**config.mk**
```make
export PLATFORM = sky130hd
export DESIGN_NAME = psc_depth
export DESIGN_NICKNAME = d
export VERILOG_FILES = /design/src/rtl/psc_pkg.sv /design/src/rtl/psc_depth.sv
export SDC_FILE = /design/constraint.sdc
export NUM_CORES = 2
export LEC_CHECK = 0
export CAP_MARGIN = 10
export CORE_UTILIZATION = 25
export DETAILED_ROUTE_END_ITERATION = 10
export DONT_BUFFER_PORTS = 1
export HOLD_SLACK_MARGIN = 0.08
export PLACE_DENSITY_LB_ADDON = 0.2
export REMOVE_ABC_BUFFERS = 1
export SLEW_MARGIN = 15
export SYNTH_ARGS = -nofsm -noshare
export SYNTH_HDL_FRONTEND = slang
export SYNTH_SLANG_ARGS = --single-unit
```
**constraint.sdc**
```tcl
create_clock -name clk_i -period 7.6 [get_ports clk_i]
set_input_delay 1.14 -clock clk_i [delete_from_list [all_inputs] [get_ports clk_i]]
set_output_delay 1.14 -clock clk_i [all_outputs]
set_load 0.03 [all_outputs]
```
**src/rtl/psc_pkg.sv**
```systemverilog
// Shared types and constants for the pressure sensor compensation pipeline.
// No dependencies; used by psc_depth and pressure_sensor_compensation_top.
package psc_pkg;

  localparam int unsigned RAW_W     = 24;
  localparam int unsigned COEFF_W   = 16;
  localparam int unsigned TEMP_W    = 19;
  localparam int unsigned PRES_W    = 24;
  localparam int unsigned DEPTH_W   = 22;
  localparam int unsigned CFG_IDX_W = 3;
  localparam int unsigned WATER_W   = 23;

  // Temperature reference points in 0.01 degC, relative to 20.00 degC.
  localparam int TEMP_REF = 2000;
  localparam int COLD_REF = 3500;  // 20.00 degC plus 15.00 degC

  localparam int TEMP_MAX  = 262143;
  localparam int TEMP_MIN  = -262144;
  localparam int PRES_MAX  = 8388607;
  localparam int PRES_MIN  = -8388608;
  localparam int DEPTH_MAX = 4194303;

  // Depth: floor((2P - ATM_OFFSET) * DEPTH_SCALE / 20000), 20000 = 32 * 625.
  localparam int ATM_OFFSET      = 20265;
  localparam int DEPTH_SCALE     = 10197;
  localparam int DEPTH_SAT_WATER = 8226546;  // smallest water value that overflows depth
  localparam int DIV_SHIFT       = 5;
  localparam int DIV_ODD         = 625;
  localparam int RECIP_SHIFT     = 32;
  localparam int RECIP_ODD       = 6871947;  // floor(2^32 / 625)

  typedef enum logic [CFG_IDX_W-1:0] {
    REG_SENS      = 3'd0,
    REG_OFFSET    = 3'd1,
    REG_SENS_TC   = 3'd2,
    REG_OFFSET_TC = 3'd3,
    REG_TREF      = 3'd4,
    REG_TSLOPE    = 3'd5
  } cfg_reg_e;

  typedef struct packed {
    logic pos;  // water above one atmosphere
    logic big;  // depth overflows its field
  } water_flags_t;

endpackage

```
**src/rtl/psc_depth.sv**
```systemverilog
// Three-stage depth conversion: water level times scale, divided by 20000, clamped to 0 and DEPTH_MAX.
// Depends on psc_pkg; stage enables come from the top-level pipeline control.
module psc_depth (
  input  logic                               clk_i,
  input  logic [2:0]                         en_i,
  input  logic [psc_pkg::WATER_W-1:0]        water_i,
  input  psc_pkg::water_flags_t              flags_i,
  output logic [psc_pkg::DEPTH_W-1:0]        depth_o
);
  import psc_pkg::*;

  localparam int unsigned PROD_W = WATER_W + 14;
  localparam int unsigned M_W    = PROD_W - DIV_SHIFT;
  localparam int unsigned RP_W   = M_W + 23;

  logic [PROD_W-1:0]  s10_n_d, s10_n_q;
  water_flags_t       s10_flags_q, s11_flags_q;
  logic [M_W-1:0]     s11_m_d, s11_m_q;
  logic [RP_W-1:0]    s11_rp;
  logic [DEPTH_W-1:0] s11_qe_d, s11_qe_q;
  logic [M_W-1:0]     s12_qm, s12_rem;
  logic [DEPTH_W-1:0] s12_q, s12_depth_d, s12_depth_q;

  assign s10_n_d = PROD_W'(water_i) * PROD_W'(DEPTH_SCALE);

  // Quotient estimate by reciprocal; it is low by at most one.
  assign s11_m_d  = s10_n_q[PROD_W-1:DIV_SHIFT];
  assign s11_rp   = RP_W'(s11_m_d) * RP_W'(RECIP_ODD);
  assign s11_qe_d = s11_rp[RECIP_SHIFT +: DEPTH_W];

  always_comb begin
    s12_qm  = M_W'(s11_qe_q) * M_W'(DIV_ODD);
    s12_rem = s11_m_q - s12_qm;
    s12_q   = s11_qe_q + DEPTH_W'(s12_rem >= M_W'(DIV_ODD));
    if (!s11_flags_q.pos) begin
      s12_depth_d = '0;
    end else if (s11_flags_q.big) begin
      s12_depth_d = DEPTH_W'(DEPTH_MAX);
    end else begin
      s12_depth_d = s12_q;
    end
  end

  always_ff @(posedge clk_i) begin
    if (en_i[0]) begin
      s10_n_q     <= s10_n_d;
      s10_flags_q <= flags_i;
    end
    if (en_i[1]) begin
      s11_m_q     <= s11_m_d;
      s11_qe_q    <= s11_qe_d;
      s11_flags_q <= s10_flags_q;
    end
    if (en_i[2]) begin
      s12_depth_q <= s12_depth_d;
    end
  end

  assign depth_o = s12_depth_q;

endmodule
```
==> impl_metrics.env <==
export IMPL_crit_type="flip-flop to flip-flop"
export IMPL_drt_vias_per_instance=4.11
export IMPL_r2r_end="depth_o[20]"
export IMPL_status="finished clean"
export IMPL_drt_total_wl_mm=70.9
export IMPL_worst_hold_path_type="flip-flop to flip-flop"
export IMPL_coreArea_um2=111000
export IMPL_worst_r2r_setup_slack_ns=0.37
export IMPL_drtIter0Drc=641
export IMPL_vias=17617
export IMPL_max_freq_mhz=138
export IMPL_slew_headroom=0.375
export IMPL_die_w_um=336
export IMPL_clock_latency_ns=0.40
export IMPL_worst_pin_slew_ns=0.937
export IMPL_rows=122
export IMPL_timing_rr_start="s11_qe_q[6]"
export IMPL_grt_pass1_wl_mm=112
export IMPL_rsz0062_at_grt="no"
export IMPL_yosys_area_top_type_share=0.375
export IMPL_antenna_left=0
export IMPL_cts_hold_repair_buffers=0
export IMPL_cp_slowest_cell="fa_1"
export IMPL_synth_edff_count=112
export IMPL_period_needed_ns=7.23
export IMPL_antenna_found_initial=0
export IMPL_num_antenna_cells=0
export IMPL_grt_pass1_vias=19165
export IMPL_endpoint_kind="flip-flop"
export IMPL_dieHeight_um=336
export IMPL_final_hold_violation_count=0
export IMPL_routabilityCongestion=0.858
export IMPL_syn_area_um2=28000
export IMPL_io_pins=51
export IMPL_worstRegToRegCells=29
export IMPL_cpMostUsedCell="fa_1"
export IMPL_whs_ns=0.449
export IMPL_arrival_ns=7.39
export IMPL_post_route_period_util=0.952
export IMPL_crit_end="depth_o[20]"
export IMPL_yosysTopAreaCell="fa_1"
export IMPL_drc=0
export IMPL_yosys_warnings=0
export IMPL_place_area_um2=30300
export IMPL_ys_async_sr_fraction=0
export IMPL_cts_buffers=9
export IMPL_cts_htree_levels=3
export IMPL_nets=3890
export IMPL_synthToLayoutAreaGrowth_pct=10.8
export IMPL_cp_max_fo=7
export IMPL_start_util=0.252
export IMPL_ys_seq_area_frac=0.120
export IMPL_startpoint="s11_qe_q[6]"
export IMPL_maxSlewViolCount=0
export IMPL_grt_total_usage=0.130
export IMPL_required_ns=7.76
export IMPL_synth_top_flop_cell="edfxtp_1"
export IMPL_cts_tree="built"
export IMPL_yosysUniqueCellTypes=74
export IMPL_cts_root_buf="clkbuf_16"
export IMPL_dp_hpwl_mm=62.8
export IMPL_startpoint_type="flip-flop"
export IMPL_ys_ff_latch=112
export IMPL_grt_max_degree=57
export IMPL_wire_per_inst_um=16.5
export IMPL_cts_sinks=112
export IMPL_final_area_um2=31000
export IMPL_synth_area_leaders="fa_1 38%, ha_1 24%, edfxtp_1 12%, inv_1 12%, xnor2_1 1.8%"
export IMPL_finish_utilization=0.280
export IMPL_die_area_um2=113000
export IMPL_grt_overflow=0
export IMPL_finClkSkew_ns=0.0124
export IMPL_port_buffers=0
export IMPL_setup_violations=0
export IMPL_clock_path_buffers=2
export IMPL_maxCapViolCount=0
export IMPL_avgSynthCellArea_um2=10.4
export IMPL_drive_above_1_share=0.0554
export IMPL_drtPass1Iterations=5
export IMPL_clkSlewWorstSetupHoldPaths_ns=0.09
export IMPL_critPathMaxStageDelay_ns=0.54
export IMPL_syn_inst=2697
==> critical path, delay by kind of cell, from the launching register on <==
family          cells  cell delay, ns
xor+xnor            1            0.07
compound gates      6            1.41
simple gates       10            1.60
flops               1            0.49
buf+inv             4            0.33
fa+ha+maj           8            3.08
==> worst min path at each step <==
stage / start / end / slack (ns) / cells past startpoint
after detailed placement: s10_flags_q[1] / s11_flags_q[1] / 0.43 / 0
after CTS: s10_flags_q[1] / s11_flags_q[1] / 0.46 / 0
after global routing: s10_flags_q[1] / s11_flags_q[1] / 0.46 / 0
after global placement: s10_flags_q[1] / s11_flags_q[1] / 0.43 / 0
final: s10_flags_q[1] / s11_flags_q[1] / 0.45 / 0
after floorplan: s10_flags_q[0] / s11_flags_q[0] / 0.40 / 0
==> placed cells by master (no fill, tap or decap), types with 4 or more instances in the layout <==
cell type  Yosys  layout
o21a_1        31      31
xnor2_1       58      58
xor2_1        31      31
nand2b_1      11      11
edfxtp_1     112     112
a31oi_1       10       9
inv_1        889     889
o21ai_2        1       4
a21oi_1       93      89
nor4_1         5       4
a211oi_1       9       9
ha_2           0       5
buf_4          0      97
nor3_1        11      11
mux2i_1        4       4
a21oi_2        0       4
a211o_1        4       4
nand3_1       31      30
o21ai_1        4       7
a21o_1        44      44
nand2_1       55      54
nand4_1       13      13
o21bai_1       9       8
fa_1         524     524
o211ai_1       7       7
nor2b_1       11      11
nor2_1        47      46
o21ai_0       46      40
ha_1         542     534
and3_1        11       9
clkbuf_16      0       9
o2111ai_1      7       6
or3_1          5       5
==> state kept, by name, indices dropped and copies added (netlist names) <==
register	cells
s10_n_q	32
s11_m_q	32
depth_o	22
s11_qe_q	22
s10_flags_q	2
s11_flags_q	2
==> final cells by class <==
cell class                      instances  area [µm²]
Clock buffer                           10         229
Clock inverter                          6         108
Fill cell                           11808       79800
Inverter                              890        3340
Multi-Input combinational cell       1685       21400
Sequential cell                       112        3360
Tap cell                             1488        1860
Timing Repair Buffer                   97         728
==> synthesized netlist by cell type (3+ instances only) <==
cell	count
fa_1	524
nor4_1	5
nand2b_1	11
a2111oi_2	4
o21ai_0	46
nor2b_1	11
o21a_1	31
ha_1	542
xor2_1	31
or3_1	5
nand2_1	55
and3_1	11
o21ai_1	4
nor3_1	11
nand3b_1	3
inv_1	889
a2111oi_0	3
o21bai_1	9
xnor2_1	58
a211oi_1	9
nand4_1	13
edfxtp_1	112
nand3_1	31
a211o_1	4
clkbuf_1	7
o211ai_1	7
a31oi_1	10
o2111ai_1	7
a21o_1	44
a21oi_1	93
mux2i_1	4
nor2_1	47
==> per-stage QoR <==
step / TNS (ns) / instances / setup slack, ns
3_5_place_dp: -0.00161 / 4248 / -0.00161
6_report: 0 / 4288 / 0.368
4_1_cts: 0 / 4268 / 0.0128
2_1_floorplan: 0 / 2687 / 0.679
3_3_place_gp: 0 / 4248 / 0.189
5_1_grt: 0 / 4288 / 0.0115
==> what timing repair did <==
item | 4_1_cts | 5_1_grt
gates resized for setup | 0 | 35
gates cloned | 0 | 0
pin swaps | 0 | 17
setup buffers | 4 | 20
setup endpoints to repair | 1 | 19
==> logic make-up after synthesis <==
group / Yosys count / share of synthesized area
flip-flops: 112 / 0.120
AND/OR/NAND/NOR: 222 / 0.0402
buffers and inverters: 900 / 0.121
AO/OA/AOI/OAI: 304 / 0.0717
XOR/XNOR: 89 / 0.0279
adder cells (fa/ha/maj): 1066 / 0.617
multiplexers: 4 / 0.00143
==> layer usage <==
layer  GRT usage  wire length, µm  vias to the layer above
li1            -                -                     8605
met1       0.183            34800                     8866
met2       0.220            34200                      123
met3      0.0115             1260                       23
met4      0.0184              556                        0
met5           0                0                        -
Power is left out: the tool's default activity adds up to more than one toggle a clock period on the data nets, which glitch-free logic cannot reach.
